`src/hw/rtl/lmm_pkg.sv`:
```
`default_nettype none

package lmm_pkg;

  localparam int PixW            = 8;
  localparam int ColW            = 11;
  localparam int RowW            = 16;
  localparam int CfgW            = 16;
  localparam int CfgIdxW         = 2;
  localparam int ImgWidthRegW    = 12;
  localparam int MaxWidthDefault = 2048;

  localparam logic [PixW-1:0]         ThresholdReset = '0;
  localparam int                      WidthReset     = 2048;
  localparam logic [RowW-1:0]         HeightReset    = 16'd480;

  localparam int FifoDepth = 4;
  localparam int FifoAw    = $clog2(FifoDepth);
  localparam int FifoCntW  = FifoAw + 1;

  typedef enum logic [CfgIdxW-1:0] {
    CfgThreshold = 2'd0,
    CfgWidth     = 2'd1,
    CfgHeight    = 2'd2
  } cfg_reg_e;

  typedef struct packed {
    logic            mask_bit;
    logic [ColW-1:0] center_col;
    logic [RowW-1:0] center_row;
    logic            last;
  } mask_item_t;

endpackage

`default_nettype wire

```
`src/hw/rtl/lmm_window.sv`:
```
`default_nettype none

module lmm_window (
  input  wire logic                     clk_i,
  input  wire logic                     rst_ni,
  input  wire logic                     shift_i,
  input  wire logic [lmm_pkg::PixW-1:0] up2_i,
  input  wire logic [lmm_pkg::PixW-1:0] up1_i,
  input  wire logic [lmm_pkg::PixW-1:0] pix_i,
  input  wire logic [lmm_pkg::PixW-1:0] threshold_i,
  output logic                          mask_bit_o
);

  // rows top to bottom; [0] is the left column, [1] the middle column
  logic [lmm_pkg::PixW-1:0] win_q [3][2];
  logic [lmm_pkg::PixW-1:0] ctr;
  logic horiz, vert, diag_main, diag_anti;

  always_ff @(posedge clk_i or negedge rst_ni) begin
    if (!rst_ni) begin
      for (int i = 0; i < 3; i++) begin
        win_q[i][0] <= '0;
        win_q[i][1] <= '0;
      end
    end else if (shift_i) begin
      for (int i = 0; i < 3; i++) begin
        win_q[i][0] <= win_q[i][1];
      end
      win_q[0][1] <= up2_i;
      win_q[1][1] <= up1_i;
      win_q[2][1] <= pix_i;
    end
  end

  // window of the registered columns plus the incoming right column, centred on the middle column's middle
  always_comb begin
    ctr        = win_q[1][1];
    horiz      = (ctr > win_q[1][0]) && (ctr > up1_i);
    vert       = (ctr > win_q[0][1]) && (ctr > win_q[2][1]);
    diag_main  = (ctr > win_q[0][0]) && (ctr > pix_i);
    diag_anti  = (ctr > up2_i) && (ctr > win_q[2][0]);
    mask_bit_o = (ctr > threshold_i) && (horiz || vert || diag_main || diag_anti);
  end

endmodule

`default_nettype wire

```
`config.mk`:
```
export PLATFORM = sky130hd
export DESIGN_NAME = lmm_window
export DESIGN_NICKNAME = d
export VERILOG_FILES = /design/src/hw/rtl/lmm_pkg.sv /design/src/hw/rtl/lmm_window.sv
export SDC_FILE = /design/constraint.sdc
export NUM_CORES = 1
export LEC_CHECK = 0
export BUFFER_PORTS_ARGS = -buffer_cell sky130_fd_sc_hd__buf_2
export CAP_MARGIN = 0
export CORE_MARGIN = 1.5
export CORE_UTILIZATION = 45
export DETAILED_ROUTE_END_ITERATION = 8
export SYNTH_ARGS = -nofsm -noshare
export SYNTH_HDL_FRONTEND = slang
export SYNTH_SLANG_ARGS = --single-unit
```
`constraint.sdc`:
```
create_clock -name clk_i -period 3.2 [get_ports clk_i]
set_input_delay 0.32 -clock clk_i [delete_from_list [all_inputs] [get_ports clk_i]]
set_output_delay 0.32 -clock clk_i [all_outputs]
set_load 0.03 [all_outputs]
```
==> results.yml, run 1 <==
global_routing:
  grt-busiest-layer: "met2"
  grt_pass1_vias: 2705
  grt_util_met3_pct: 3.37
  overflow: 0
  grt_antenna_before_repair: 0
  grtUsageMet2_pct: 30.8
  grt_usage_pct: 19.4
  grt_pass1_wl_mm: 12.8
  grt_max_degree: 47
  grtUsageMet1_pct: 27.0
sta:
  rsz0062_at_grt: "no"
  finClkSkew_ns: 0.00378
  max_freq_ghz: 0.361
  min_period_ns: 2.77
  finalHoldViolCount: 0
  maxSlewHeadroom_pct: 48.5
  fin_crit_sh_pct: 86.4
  holdWs_ns: 0.0655
  tns_ns: 0
  slew_violations: 0
  finalSetupViolCount: 0
  worst_pin_slew_ns: 0.772
clock_tree:
  cts_hold_buf: 0
  cts_tree: "done"
  worst_skew_pair.late_latency_ns: 0.31
  clock_path_buffers: 2
  cts_resized: 0
  htree_levels: 2
  cts-root-buf: "clkbuf_8"
  clk_pin_slew_worst_paths_ns: 0.09
  clkSinkCount: 48
  post-cts-setup-buffer-count: 0
  cts_made_buffers: 5
route:
  via_count: 2667
  drt_iter0_drc: 69
  antenna_left: 0
  vias_per_cell: 5.14
  routedWlPerCell_um: 14.2
  post-route-drc-count: 0
  dr.pass1.iters: 4
  routed_wl_mm: 7.37
power:
  switching_share_pct: 32.8
  internal-power_uw: 1120
  power.switching_uw: 547
  peakVddDrop_v: 0.000179
  pwr-share-comb_pct: 30.2
  power_density_nw_per_um2: 435
  p_seq_share_pct: 43.5
  pwr-share-clk_pct: 26.4
  total_leakage_power_uw: 0.00198
  p_total_uw: 1670
yosys:
  ys_warn_count: 0
  postSynthCellCount: 383
  syn_avg_cell_area_um2: 8.99
  ys_ff_latch: 48
  synth_cell_type_count: 26
  syn_nets: 490
  ys_seq_area_share_pct: 34.9
  syn_area_um2: 3440
worst_hold_path:
  hp-class: "primary input to async pin"
placement:
  port_buffers: 35
  hpwl_mm: 5.87
  gp_congestion: 0.866
final_layout:
  drive_above_1_share_pct: 14.5
  area.growth.synth_to_final_pct: 11.4
  layout_common_cells: "ha_1, inv_1, dfrtp_1"
  layout_commonest_cell: "ha_1"
  antennaDiodeCount: 0
  fin_nets: 526
critical_path:
  criticalPathCategory: "register to primary output"
  crit_slowest_cell: "dfrtp_1"
  cp_max_fo: 11
  crit_buf_inv: 1
  critPathTopFamily: "flip-flops"
  crit_path_start_kind: "register"
  slowest_delay_ns: 0.54
  worst_setup_path_end_kind: "primary output"
  critPathArrivalTime_ns: 2.45
  path_cells: "ha_1 -> nand4_1 -> nor3_1 -> o41ai_2 -> o32a_1 -> a31oi_1 -> buf_2"
  required_ns: 2.88
floorplanning:
  pin_count: 36
  die-area_um2: 8190
  initial_core_util_pct: 47.0
  num_rows: 31
  core_um2: 7330
  die_y_um: 90.5
  die_w_um: 90.5
run:
  drv_cap: 0
status:
  status: "complete, no violations"
metal layers:
metal / wire length, um / vias to the layer above
met5: 0 / -
met4: 124 / 0
met3: 221 / 11
met2: 3270 / 41
met1: 3760 / 1214
li1: - / 1401
power by group through the flow:
stage                     Clock (uW)  Combinational (uW)  Sequential [uW]
after CTS                        453                 506              726
after global routing             479                 595              736
after global placement             0                 487              737
after detailed placement           0                 501              739
after floorplan                    0                 361              719
final                            440                 504              725
cell type report:
cell class / count / area, um^2
repair buffers: 38 / 198
inverters: 65 / 244
well taps: 99 / 124
clock inverters: 2 / 35.0
clock buffers: 6 / 72.6
multi-input cells: 261 / 1960
flip-flops and latches: 48 / 1200
fillers: 700 / 3490
registers in the layout (all words and copies together), names as in the netlist:
name   cells
ctr        8
win_q     40
metrics by stage:
step,instance area (um^2),util [%],instances,worst slack [ns]
floorplan,3440,-,383,0.859
global placement,3730,50.9,511,0.786
detailed placement,3730,50.9,511,0.749
CTS,3840,52.4,519,0.405
global route,3840,52.4,519,0.282
finish,3840,52.4,519,0.434
cells by family (layout without fill, tap and decap cells):
kind of cell / Yosys count / in the layout / synth area share, %
and+or+nand+nor: 88 / 88 / 12.0
muxes: 12 / 12 / 3.92
AOI/OAI and AO/OA: 89 / 89 / 15.0
DFF: 48 / 48 / 34.9
adders and majority gates: 72 / 72 / 26.2
buffers and inverters: 74 / 111 / 8.10
path summary, 6_finish.rpt:
kind | startpoint | end | slack, ns | cells after the start
max | ctr[6] | mask_bit_o | 0.43 | 7
min | rst_ni | win_q[45] | 0.07 | 1
max reg2reg | ctr[3] | ctr[3] | 2.19 | 1
min reg2reg | win_q[34] | win_q[42] | 0.48 | 2
max in group asynchronous | rst_ni | ctr[6] | 2.44 | 2
min in group clk_i | pix_i[1] | win_q[1] | 0.23 | 3
synth_stat cells (all sizes together):
cell    count  area, um^2
ha         72         901
inv        65         244
dfrtp      48        1200
nand2      42         158
o21ai      40         200
a21oi      25         129
nand4      17         106
mux2       12         135
nor2       12        45.0
nor2b       8        55.1
o211ai      7        52.6
nand3       6        30.0
a211oi      5        37.5
clkbuf      5        18.8
a31oi       4        25.0
buf         4        16.3
a211o       2        17.5
a21o        2        15.0
nor3        2        10.0
o22ai       2        12.5
nand4b      1        8.76
o32a        1        10.0
o41ai       1        16.3
(Power assumes the default switching activity.)
==> run 2: changes to the inputs <==
--- a/config.mk
+++ b/config.mk
@@ -8,3 +8,3 @@
 export BUFFER_PORTS_ARGS = -buffer_cell sky130_fd_sc_hd__buf_2
-export CAP_MARGIN = 0
+export CAP_MARGIN = 20
 export CORE_MARGIN = 1.5
==> constraint.sdc (replaced) <==
create_clock -name clk_i -period 3.2 [get_ports clk_i]
set_input_delay 0.8 -clock clk_i [delete_from_list [all_inputs] [get_ports clk_i]]
set_output_delay 0.8 -clock clk_i [all_outputs]
set_load 0.03 [all_outputs]
==> results.yml, run 2 (synthesis gave the netlist of run 1 again) <==
status:
  status: "complete, no violations"
sta:
  fin_crit_sh_pct: 97.2
  finalHoldViolCount: 0
  max_freq_ghz: 0.321
  rsz0062_at_grt: "no"
  min_period_ns: 3.11
  worst_pin_slew_ns: 0.893
  finClkSkew_ns: 0.00864
  slew_violations: 0
  maxSlewHeadroom_pct: 40.5
  finalSetupViolCount: 0
  layout_setup_ws_ns: 0.0885
final_layout:
  instances_no_fill: 532
  top_register: "win_q"
  regArea_um2: 1210
  largest_reg_flops: 40
  nFillCells: 694
  antennaDiodeCount: 0
  drive_above_1_share_pct: 19.9
  multiInputGateArea_um2: 2000
  fin_nets: 541
  design_area_um2: 4000
  area.growth.synth_to_final_pct: 16.2
  final_util_pct: 54.6
  layout_common_cells: "ha_1, inv_1, dfrtp_1"
  layout_commonest_cell: "ha_1"
route:
  routedWlPerCell_um: 14.0
  antenna_left: 0
  post-route-drc-count: 0
  vias_per_cell: 5.12
  via_count: 2723
  routed_wl_mm: 7.42
  drt_iter0_drc: 63
  dr.pass1.iters: 4
clock_tree:
  clkSinkCount: 48
  cts_hold_buf: 0
  clock_path_buffers: 2
  cts-root-buf: "clkbuf_8"
  htree_levels: 2
  cts_tree: "done"
  cts_made_buffers: 5
  clk_pin_slew_worst_paths_ns: 0.09
  worst_skew_pair.late_latency_ns: 0.31
global_routing:
  overflow: 0
  grt_pass1_wl_mm: 12.3
  grt_antenna_before_repair: 0
  grt_max_degree: 55
  grt_usage_pct: 18.8
  grt_pass1_vias: 2593
critical_path:
  cp_max_fo: 6
  required_ns: 2.40
  critPathTopFamily: "compound AO/OA/AOI/OAI gates"
  path_cells: "buf_6 -> ha_1 -> nor2b_1 -> o211ai_1 -> a21oi_1 -> a211o_1 -> nand3_1 -> a31oi_1 -> buf_4"
  crit_buf_inv: 2
  slowest_delay_ns: 0.48
  r2r_slack_ns: 2.13
  worst_setup_path_end_kind: "primary output"
  critPathArrivalTime_ns: 2.31
  criticalPathCategory: "register to primary output"
  crit_slowest_cell: "dfrtp_2"
  crit_path_start_kind: "register"
floorplanning:
  core_um2: 7330
  die_y_um: 90.5
  pin_count: 36
  initial_core_util_pct: 47.0
  die_w_um: 90.5
  num_rows: 31
  die-area_um2: 8190
power:
  power_density_nw_per_um2: 424
  peakVddDrop_v: 0.000309
  total_leakage_power_uw: 0.00204
run:
  drv_cap: 0
placement:
  pre_cts_slack_ns: -0.00997
  port_buffers: 35
  hpwl_mm: 5.67
  gp_congestion: 0.794
  place_area_um2: 3780
  dp.cells: 518
worst_hold_path:
  hp-class: "primary input to async pin"
run 2: cell count changes in the layout (fill, tap and decap cells not counted), sizes merged:
cell / delta
clkinvlp: +2
clkinv: -1
clkbuf: -1
inv: -1
buf: +14
run 2: what timing repair did:
action	CTS	global route
setup buffers	0	7
cloned	0	1
pin swaps	1	8
gates resized for setup	5	11
endpoints found under the setup margin	1	1
run 2: final timing paths:
path | start | endpoint | cells past startpoint
min in group clk_i | win_q[33] | win_q[41] | 2
max in group asynchronous | rst_ni | ctr[5] | 2
worst min-delay path | rst_ni | win_q[44] | 1
worst max register to register | ctr[3] | ctr[3] | 2
worst max-delay path | ctr[1] | mask_bit_o | 9
worst min register to register | win_q[33] | win_q[41] | 2
run 2: area by class of cell:
type                       count  area share (%)
timing repair buffer          52            7.82
clock inverter                 1           0.750
sequential                    48            30.2
timing repair inverter         1           0.188
tap                           99            3.10
clock buffer                   5            1.72
inverter                      65            6.19
multi-input combinational    261            50.1
run 2: stage by stage:
step | setup TNS, ns | power, uW | hold WS (ns)
after CTS | 0 | 1690 | 0.406
after floorplan | 0 | 1080 | 0.450
after global placement | 0 | 1230 | 0.458
after detailed placement | -0.00997 | 1250 | 0.468
final | 0 | 1690 | 0.398
after global routing | 0 | 1820 | 0.425
run 2: metal layers:
layer  track usage [%]  up-vias  routed length [um]
li1                  -     1427                   -
met1              26.7     1256                3720
met2              29.2       32                3380
met3              2.69        8                 222
met4              6.48        0                  98
met5                 0        -                   0
run 2: power breakdown:
part	internal, uW	total [uW]	switching [uW]
sequential	671	719	48.4
combinational	249	549	299
clock	225	426	202
total	1150	1690	549
