==> config.mk <==
export PLATFORM = sky130hd
export DESIGN_NAME = lmm_out_fifo_flat
export DESIGN_NICKNAME = d
export VERILOG_FILES = /design/src/hw/rtl/lmm_pkg.sv /design/src/hw/rtl/lmm_mask_if.sv /design/src/hw/rtl/lmm_out_fifo.sv /design/src/flat_wrapper.sv
export SDC_FILE = /design/constraint.sdc
export NUM_CORES = 1
export LEC_CHECK = 0
export ABC_AREA = 1
export BUFFER_PORTS_ARGS = -buffer_cell sky130_fd_sc_hd__buf_2
export CORE_ASPECT_RATIO = 0.9
export CORE_UTILIZATION = 27
export CTS_BUF_LIST = sky130_fd_sc_hd__clkbuf_8
export CTS_CLUSTER_DIAMETER = 80
export CTS_CLUSTER_SIZE = 8
export DETAILED_ROUTE_END_ITERATION = 10
export GPL_TIMING_DRIVEN = 0
export PLACE_DENSITY = 0.45
export SETUP_SLACK_MARGIN = 0.5
export SLEW_MARGIN = 15
export SYNTH_ARGS = -nofsm -noshare
export SYNTH_HDL_FRONTEND = slang
export SYNTH_SLANG_ARGS = --single-unit
==> constraint.sdc <==
create_clock -name clk_i -period 3.3 [get_ports clk_i]
set_input_delay 0.495 -clock clk_i [delete_from_list [all_inputs] [get_ports clk_i]]
set_output_delay 0.495 -clock clk_i [all_outputs]
set_load 0.1 [all_outputs]
==> src/hw/rtl/lmm_pkg.sv <==
`default_nettype none

package lmm_pkg;

  localparam int PixW            = 8;
  localparam int ColW            = 11;
  localparam int RowW            = 16;
  localparam int CfgW            = 16;
  localparam int CfgIdxW         = 2;
  localparam int ImgWidthRegW    = 12;
  localparam int MaxWidthDefault = 2048;

  localparam logic [PixW-1:0]         ThresholdReset = '0;
  localparam int                      WidthReset     = 2048;
  localparam logic [RowW-1:0]         HeightReset    = 16'd480;

  localparam int FifoDepth = 4;
  localparam int FifoAw    = $clog2(FifoDepth);
  localparam int FifoCntW  = FifoAw + 1;

  typedef enum logic [CfgIdxW-1:0] {
    CfgThreshold = 2'd0,
    CfgWidth     = 2'd1,
    CfgHeight    = 2'd2
  } cfg_reg_e;

  typedef struct packed {
    logic            mask_bit;
    logic [ColW-1:0] center_col;
    logic [RowW-1:0] center_row;
    logic            last;
  } mask_item_t;

endpackage

`default_nettype wire

==> src/hw/rtl/lmm_mask_if.sv <==
`default_nettype none

interface lmm_mask_if;
  logic                     valid;
  logic                     ready;
  logic                     mask_bit;
  logic [lmm_pkg::ColW-1:0] center_col;
  logic [lmm_pkg::RowW-1:0] center_row;
  logic                     last;

  modport source (output valid, mask_bit, center_col, center_row, last, input ready);
  modport sink (input valid, mask_bit, center_col, center_row, last, output ready);
endinterface

`default_nettype wire

==> src/hw/rtl/lmm_out_fifo.sv <==
`default_nettype none

module lmm_out_fifo (
  input  wire logic                         clk_i,
  input  wire logic                         rst_ni,
  input  wire logic                         push_i,
  input  wire lmm_pkg::mask_item_t          item_i,
  output logic      [lmm_pkg::FifoCntW-1:0] cnt_o,
  lmm_mask_if.source                        out_o
);

  lmm_pkg::mask_item_t              mem_q [lmm_pkg::FifoDepth];
  logic [lmm_pkg::FifoAw-1:0]       wptr_q, rptr_q;
  logic [lmm_pkg::FifoCntW-1:0]     cnt_q;
  logic                             pop;
  lmm_pkg::mask_item_t              head;

  assign pop = out_o.valid && out_o.ready;

  always_ff @(posedge clk_i) begin
    if (push_i) begin
      mem_q[wptr_q] <= item_i;
    end
  end

  always_ff @(posedge clk_i or negedge rst_ni) begin
    if (!rst_ni) begin
      wptr_q <= '0;
      rptr_q <= '0;
      cnt_q  <= '0;
    end else begin
      if (push_i) begin
        wptr_q <= wptr_q + lmm_pkg::FifoAw'(1);
      end
      if (pop) begin
        rptr_q <= rptr_q + lmm_pkg::FifoAw'(1);
      end
      case ({push_i, pop})
        2'b10:   cnt_q <= cnt_q + lmm_pkg::FifoCntW'(1);
        2'b01:   cnt_q <= cnt_q - lmm_pkg::FifoCntW'(1);
        default: cnt_q <= cnt_q;
      endcase
    end
  end

  assign head             = mem_q[rptr_q];
  assign out_o.valid      = (cnt_q != '0);
  assign out_o.mask_bit   = head.mask_bit;
  assign out_o.center_col = head.center_col;
  assign out_o.center_row = head.center_row;
  assign out_o.last       = head.last;
  assign cnt_o            = cnt_q;

endmodule

`default_nettype wire

==> src/flat_wrapper.sv <==
// flat-port wrapper written by rule: the top's interface ports become plain ports
module lmm_out_fifo_flat 
  (clk_i, rst_ni, push_i, item_i, cnt_o, out_o_valid, out_o_mask_bit, out_o_center_col, out_o_center_row, out_o_last, out_o_ready);
  lmm_mask_if out_o_i ();
  input  wire logic clk_i;
  input  wire logic rst_ni;
  input  wire logic push_i;
  input  wire lmm_pkg::mask_item_t item_i;
  output logic      [lmm_pkg::FifoCntW-1:0] cnt_o;
  output wire logic [$bits(out_o_i.valid)-1:0] out_o_valid;
  output wire logic [$bits(out_o_i.mask_bit)-1:0] out_o_mask_bit;
  output wire logic [$bits(out_o_i.center_col)-1:0] out_o_center_col;
  output wire logic [$bits(out_o_i.center_row)-1:0] out_o_center_row;
  output wire logic [$bits(out_o_i.last)-1:0] out_o_last;
  input wire logic [$bits(out_o_i.ready)-1:0] out_o_ready;
  assign out_o_valid = out_o_i.valid;
  assign out_o_mask_bit = out_o_i.mask_bit;
  assign out_o_center_col = out_o_i.center_col;
  assign out_o_center_row = out_o_i.center_row;
  assign out_o_last = out_o_i.last;
  assign out_o_i.ready = out_o_ready;
  lmm_out_fifo u_core (.clk_i(clk_i), .rst_ni(rst_ni), .push_i(push_i), .item_i(item_i), .cnt_o(cnt_o), .out_o(out_o_i));
endmodule
==> run metrics, run 1 <==
layout cells sized above 1 between 20 and 30%; fin crit share around four fifths; # clock sinks roughly 120; Die Y-Extent 132.6 um; post-synthesis cell type count 18; Synth top area share about 68%; worst min-delay path category in -> reg; die area 19490 um2; Final min period between 2 and 3 ns; # DRC 0; Synth area leader edfxtp_1; Synth Net Count 433; Synth area leaders edfxtp_1, nand2_1, o211ai_1; commonest non-fill, non-tap cell in the layout edfxtp_1; core footprint between 15000 and 20000 um2; Setup crit start u_core.rptr_q[1]; Levels on crit path 4; DR vias/cell about 4.2; CP Buf/Inv Count 2; CP Capture Point out_o_center_row[4]; critical-path cell list clkbuf_1 > o211ai_1 > nand2_1 > buf_2; H-tree Lvls 4; WP data required about 2.8 ns; I/O Buffers between 60 and 70; Avg WL per Cell ~16 um; FF-to-FF path depth 8; commonest non-fill, non-tap cells in the layout edfxtp_1, nand2_1, buf_2; top_reg_cell synth edfxtp_1; Worst Setup End Kind primary output; DRT Pass-1 Iters 5; area grow syn2layout 22.56%; CP max-delay cell clkbuf_1; Worst R2R Start u_core.cnt_o[0]; CTS max path bufs 2; Clock Latency Late Sink ~0.44 ns; largest net degree at the start of global routing 19; Core Rows 47; Avg Inst Size Synth ~13 um2; crit-path max cell delay ~0.46 ns; R2R setup slack around 1.5 ns; Reg area approximately 3700 um2; vias in the first global route roughly 3100; Cells after DPL just over 700; CP delay by family, top buffers and inverters; Root Buffer clkbuf_8; initial core utilization 27.69%; antenna-violating nets left 0; Synth Warn # 0; fin nets 521; Startpoint Class register; total routed wirelength approximately 12000 um; Worst Hold Path Cells 1; clock buffer count from CTS 17; Slew headroom between 60 and 70%; RSZ-0062 raised after global routing false; utilization after layout 33.94%; Final HPWL DP 7457 um; GPL Wtd Cong about 0.68; TritonCTS clock tree done; area of the multi-input gates 1071 um2; Via Count about 3100; Filler Cell Count between 1500 and 2000; Hold Slack around 0.27 ns; first-pass GRT wire length 17920 um; Final Hold Fails 0; antenna violations before repair 0; post-CTS setup buffer count 0; CP max FO 10; status finished, final reports clean; cell count after synthesis approximately 400; sequential cell area fraction in the yosys report 71.54%; count of state elements after synthesis about 120; Worst Tran Pin Value between 0.5 and 0.6 ns; setup_tns 0 ns; Non-Filler Instances 740; clk_skew about 0.012 ns; Final Max Slew Viols 0; reg2reg end u_core.cnt_o[1]; Max-Cap Viols 0; GRT Util Overall 12.75%; final-report setup violation count 0; Clock Pin Slew Worst Setup and Hold Paths 0.07 ns; Worst Path Arrival about 2.1 ns; post-synthesis instance area approximately 5100 um2; FMAX roughly 390 MHz; Post-synth ARST share under 10%; Die X about 150 um; gr ovfl total 0; # IOs 66; EDFF count, synth between 100 and 150; number of diodes 0; Setup CP Type reg -> out; initial DRC count roughly 160
## flip-flops by register name, summed over array words and instances, names as in the netlist
| name | cells |
|---|---|
| u_core.cnt_o | 3 |
| u_core.mem_q | 116 |
| u_core.rptr_q | 2 |
| u_core.wptr_q | 2 |
## worst min path at each step
stage                     from                  end
floorplan               rst_ni      u_core.cnt_o[0]
global placement        rst_ni      u_core.cnt_o[0]
detailed placement      rst_ni      u_core.cnt_o[1]
CTS                 item_i[25]  u_core.mem_q[1][25]
global route        item_i[24]  u_core.mem_q[0][24]
finish              item_i[24]  u_core.mem_q[0][24]
## what timing repair did
item | CTS | global route
hold endpoints to repair | 7 | 0
hold buffers | 1 | 0
gates resized for setup | 0 | 4
endpoints found under the setup margin | 0 | 12
## layer usage
metal	up-vias	track usage, %	share of wire [%]
met2	62	20.68	49
li1	1527	-	-
met4	0	4.639	0.91
met3	7	4.000	4.5
met5	-	0	0
met1	1496	15.94	46
## synthesized netlist by cell type (2+ instances only)
cell / n
ha_1: 5
edfxtp_1: 116
inv_1: 72
o211ai_2: 20
o21ai_0: 2
inv_2: 2
nand3_1: 4
buf_6: 3
o211ai_1: 38
nand2_1: 105
buf_2: 11
clkbuf_1: 4
dfrtp_1: 7
## stage by stage
stage          cell area (um2)  worst slack (ns)
3_5_place_dp              5856             1.015
2_1_floorplan             5119            0.5025
5_1_grt                   6267            0.5213
6_report                  6267            0.7149
3_3_place_gp              5746            0.9337
4_1_cts                   6265            0.5674
## area by class of cell
cell class,count,share of cell area (%)
Tap cell,245,4.891
Multi-Input combinational cell,178,17.09
Clock buffer,17,3.733
Sequential cell,123,58.37
Clock inverter,15,2.635
Timing Repair Buffer,69,7.027
Buffer,19,1.817
Inverter,74,4.432
## kinds of logic (layout without fill, tap and decap cells)
family | count (synthesis) | count (layout) | share of synthesized area, %
compound gates | 60 | 60 | 10.67
xor+xnor | 2 | 2 | 0.3426
fa+ha+maj | 6 | 6 | 1.615
buf+inv | 93 | 194 | 7.609
flops | 123 | 123 | 71.54
simple gates | 110 | 110 | 8.221
Power of run 1 is not shown: default switching activity piles up to over one toggle a cycle in this logic, so the estimate is an artifact.
==> run 2, diff against run 1 <==
--- a/config.mk
+++ b/config.mk
@@ -14,7 +14,7 @@
 export CTS_CLUSTER_SIZE = 8
 export DETAILED_ROUTE_END_ITERATION = 10
 export GPL_TIMING_DRIVEN = 0
-export PLACE_DENSITY = 0.45
+export PLACE_DENSITY = 0.47
 export SETUP_SLACK_MARGIN = 0.5
 export SLEW_MARGIN = 15
 export SYNTH_ARGS = -nofsm -noshare
==> constraint.sdc (replaced) <==
create_clock -name clk_i -period 2.19 [get_ports clk_i]
set_input_delay 0.3285 -clock clk_i [delete_from_list [all_inputs] [get_ports clk_i]]
set_output_delay 0.3285 -clock clk_i [all_outputs]
set_load 0.1 [all_outputs]
==> run metrics, run 2 (same netlist as run 1, synthesis figures left out) <==
status finished, final reports clean; Final Hold Fails 0; Clock Latency Late Sink around 0.43 ns; Die Y-Extent between 100 and 150 um; CTS max path bufs 2; Final Max Slew Viols 0; core footprint about 18000 um2; pre-CTS WS slightly below 0.06 ns; die area about 19000 um2; FMAX ~500 MHz; Worst Path Arrival 1.69 ns; I/O Buffers 64; GPL Wtd Cong around 0.72; WP data required 1.86 ns; area grow syn2layout 34.03%; gr ovfl total 0; Slew headroom between 60 and 70%; CP max-delay cell dfrtp_1; Avg WL per Cell approximately 16 um; Setup CP Type reg -> out; number of diodes 0; commonest non-fill, non-tap cell in the layout edfxtp_1; H-tree Lvls 4; antenna-violating nets left 0; Core Rows between 40 and 50; critical-path cell list inv_4 > buf_8 > buf_12 > o211ai_2 > nand2_2 > buf_12; # clock sinks ~120; Via Count 3091; final-report setup violation count 0; Worst Setup End Kind primary output; vias in the first global route between 3000 and 4000; Root Buffer clkbuf_8; largest register by flop count u_core.mem_q; GRT Util Overall approximately 13%; layout cells sized above 1 36.95%; Final HPWL DP between 7000 and 8000 um; CP max FO 10; initial core utilization between 20% and 30%; total routed wirelength about 12000 um; largest net degree at the start of global routing 17; # IOs between 60 and 70; Max-Cap Viols 0; Die X 147.1 um; most frequent CP cell buf_12; clock buffer count from CTS 17; Startpoint Class register; DRT Pass-1 Iters 4; Clock Pin Slew Worst Setup and Hold Paths 0.07 ns; Final WS setup between 0.15 and 0.2 ns; first-pass GRT wire length 18090 um; Worst Tran Pin Value between 0.4 and 0.5 ns; crit-path max cell delay 0.41 ns; # DRC 0; fin nets ~520; DR vias/cell ~4.2; clk_skew 0.008039 ns; Largest register FFs ~120; antenna violations before repair 0; commonest non-fill, non-tap cells in the layout edfxtp_1, nand2_1, inv_1; worst min-delay path category in -> reg; TritonCTS clock tree done; initial DRC count between 150 and 200; fin crit share approximately nine tenths; Final min period around 2.0 ns; RSZ-0062 raised after global routing true
==> run 2: cell count changes in the layout (fill, tap and decap cells not counted), moves of 4 or more <==
cell and change:
buf_4 +11, buf_2 -40, inv_4 +5, nand2_1 -30, clkinv_1 -4, buf_12 +22, inv_1 -5, nand2_2 +29
buf_6 +8
==> run 2: path summary, 6_finish.rpt <==
kind / slack, ns / endpoint / depth (start not counted) / from
max: 0.18 / out_o_center_col[10] / 6 / u_core.rptr_q[0]
min: 0.10 / u_core.mem_q[1][3] / 1 / item_i[3]
max reg2reg: 0.59 / u_core.cnt_o[1] / 8 / u_core.cnt_o[1]
min reg2reg: 0.53 / u_core.wptr_q[0] / 1 / u_core.wptr_q[0]
max in group asynchronous: 1.73 / u_core.cnt_o[0] / 2 / rst_ni
min in group asynchronous: 0.26 / u_core.cnt_o[1] / 2 / rst_ni
==> run 2: what timing repair did <==
item,in CTS,in global routing
hold buffers,1,0
endpoints found under the setup margin,30,45
buffers inserted,0,3
gates resized for setup,120,11
hold endpoints to repair,7,0
pin swaps,0,3
==> run 2: final cells by class <==
| cell class | count | area [um2] |
|---|---|---|
| Buffer | 19 | 176.4 |
| Clock buffer | 20 | 275.3 |
| Clock inverter | 12 | 132.6 |
| Fill cell | 1812 | 11610 |
| Inverter | 74 | 290.3 |
| Multi-Input combinational cell | 178 | 1174 |
| Sequential cell | 123 | 3670 |
| Tap cell | 245 | 306.5 |
| Timing Repair Buffer | 72 | 829.5 |
==> run 2: critical path: cells and delay by family (launching register included) <==
family | cells | cell delay (ns)
AO/OA/AOI/OAI | 1 | 0.09
buffers and inverters | 4 | 0.64
flip-flops | 1 | 0.41
AND/OR/NAND/NOR | 1 | 0.12
==> run 2: through the flow <==
step	util [%]	area, um2	hold WS, ns	instances	TNS [ns]
2_1_floorplan	-	5233	0.03291	394	0
3_3_place_gp	31.73	5859	0.1771	703	-1.748
3_5_place_dp	32.33	5969	0.1821	707	0
4_1_cts	36.85	6805	0.07110	740	0
5_1_grt	37.12	6854	0.08037	743	0
6_report	37.12	6854	0.1042	743	0
==> run 2: per-layer routing <==
metal	global-route usage [%]	wire (um)
met2	22.06	6010
met4	5.155	145
met3	3.724	451
met5	0	0
met1	15.16	5010
Power of run 2 is left out for the same reason.
==> run 3, diff against run 2 <==
--- a/config.mk
+++ b/config.mk
@@ -14,7 +14,7 @@
 export CTS_CLUSTER_SIZE = 8
 export DETAILED_ROUTE_END_ITERATION = 10
 export GPL_TIMING_DRIVEN = 0
-export PLACE_DENSITY = 0.47
+export PLACE_DENSITY = 0.45
 export SETUP_SLACK_MARGIN = 0.5
 export SLEW_MARGIN = 15
 export SYNTH_ARGS = -nofsm -noshare
==> constraint.sdc (replaced) <==
create_clock -name clk_i -period 2.4 [get_ports clk_i]
set_input_delay 0.36 -clock clk_i [delete_from_list [all_inputs] [get_ports clk_i]]
set_output_delay 0.36 -clock clk_i [all_outputs]
set_load 0.1 [all_outputs]
==> run metrics, run 3 (same netlist as run 1, synthesis figures left out) <==
status finished, final reports clean; commonest non-fill, non-tap cell in the layout edfxtp_1; CP Buf/Inv Count 4; Max-Cap Viols 0; Reg area ~3700 um2; CP max FO 10; Final HPWL DP 7491 um; Filler Cell Count between 1500 and 2000; area of the multi-input gates 1187 um2; largest net degree at the start of global routing 24; gr ovfl total 0; clock buffer count from CTS 17; CP max-delay cell dfrtp_2; I/O Buffers 64; Core Rows 47; layout cells sized above 1 37.47%; Final Max Slew Viols 0; # clock sinks about 120; DRT Pass-1 Iters 4; crit-path max cell delay about 0.45 ns; Setup CP Type reg -> out; grt peak-use layer met2; Global Route met3 Usage 4.448%; Worst Path Arrival approximately 1.8 ns; Slew headroom roughly two thirds; worst min-delay path category in -> reg; number of diodes 0; fin nets roughly 530; setup_tns 0 ns; CP delay by family, top buffers and inverters; Largest register FFs between 100 and 150; antenna-violating nets left 0; first-pass GRT wire length approximately 18000 um; most frequent CP cell buf_12; CTS max path bufs 2; Die X approximately 150 um; Clock Pin Slew Worst Setup and Hold Paths ~0.070 ns; Startpoint Class register; Die Y-Extent 132.6 um; core footprint ~18000 um2; area grow syn2layout 37.04%; critical-path cell list clkinv_4 > buf_12 > buf_12 > o211ai_4 > nand2_2 > buf_12; die area between 15000 and 20000 um2; RSZ-0062 raised after global routing true; Worst Tran Pin Value ~0.48 ns; initial core utilization ~28%; GRT Util Overall 12.88%; Avg WL per Cell 15.89 um; fin crit share approximately nine tenths; largest register by flop count u_core.mem_q; Worst Setup End Kind primary output; met1 usage 15.56%; M2 GR Usage a little over a fifth; initial DRC count between 150 and 200; clk_skew between 0.006 and 0.007 ns; Root Buffer clkbuf_8; total routed wirelength roughly 12000 um; commonest non-fill, non-tap cells in the layout edfxtp_1, nand2_1, inv_1; H-tree Lvls 4; WP data required between 2 and 2.5 ns; TritonCTS clock tree done; Clock Latency Late Sink 0.45 ns; FMAX approximately 470 MHz; final-report setup violation count 0; antenna violations before repair 0; vias in the first global route about 3200; GPL Wtd Cong 0.6675; Final min period approximately 2.1 ns; Final Hold Fails 0; # IOs 66; # DRC 0; Via Count between 3000 and 4000; DR vias/cell between 4 and 5
-- run 3: changes by cell type in the layout (fill, tap and decap cells not counted), sizes merged --
cell	change
clkinvlp	+4
bufinv	+2
clkinv	+2
inv	-4
clkbuf	-3
-- run 3: worst paths after layout --
| kind | start | to | slack (ns) | cells after the start |
|---|---|---|---|---|
| setup / recovery | u_core.rptr_q[0] | out_o_center_col[6] | 0.29 | 6 |
| hold / removal | item_i[23] | u_core.mem_q[2][23] | 0.13 | 1 |
| setup reg to reg | u_core.cnt_o[0] | u_core.cnt_o[1] | 0.72 | 8 |
| hold reg to reg | u_core.wptr_q[0] | u_core.wptr_q[0] | 0.54 | 1 |
| max in group asynchronous | rst_ni | u_core.cnt_o[2] | 1.94 | 2 |
| min in group asynchronous | rst_ni | u_core.cnt_o[0] | 0.28 | 2 |
-- run 3: cell type report --
cell class | count | share of cell area, %
sequential | 123 | 52.38
multi-input combinational | 178 | 16.94
timing repair buffer | 72 | 13.05
tap | 245 | 4.374
inverter | 74 | 4.106
clock buffer | 17 | 3.339
clock inverter | 15 | 3.196
buffer | 19 | 2.517
timing repair inverter | 1 | 0.08927
-- run 3: routing by layer --
metal	vias to the layer above	share of wire, %
met3	20	4.2
met5	-	0
met1	1471	46
met2	57	48
met4	0	1.8
li1	1537	-
-- run 3: through the flow --
| step | area, um2 | hold slack, ns | cells | utilization, % | setup slack [ns] |
|---|---|---|---|---|---|
| floorplan | 5185 | 0.06441 | 394 | - | 0.3009 |
| CTS | 6797 | 0.09110 | 740 | 36.81 | 0.2478 |
| global placement | 5812 | 0.2105 | 703 | 31.47 | 0.1475 |
| global route | 7008 | 0.09024 | 744 | 37.95 | 0.1859 |
| detailed placement | 5914 | 0.2124 | 707 | 32.03 | 0.2431 |
| finish | 7008 | 0.1336 | 744 | 37.95 | 0.2872 |
-- run 3: repair_timing --
action                     in CTS  in global routing
gates cloned                    0                  2
hold buffers                    1                  0
hold endpoints to repair        7                  0
setup endpoints to repair      29                 29
setup buffers                   0                  2
gates resized for setup       120                 44
pin swaps                       0                 13
Power of run 3 is left out for the same reason.
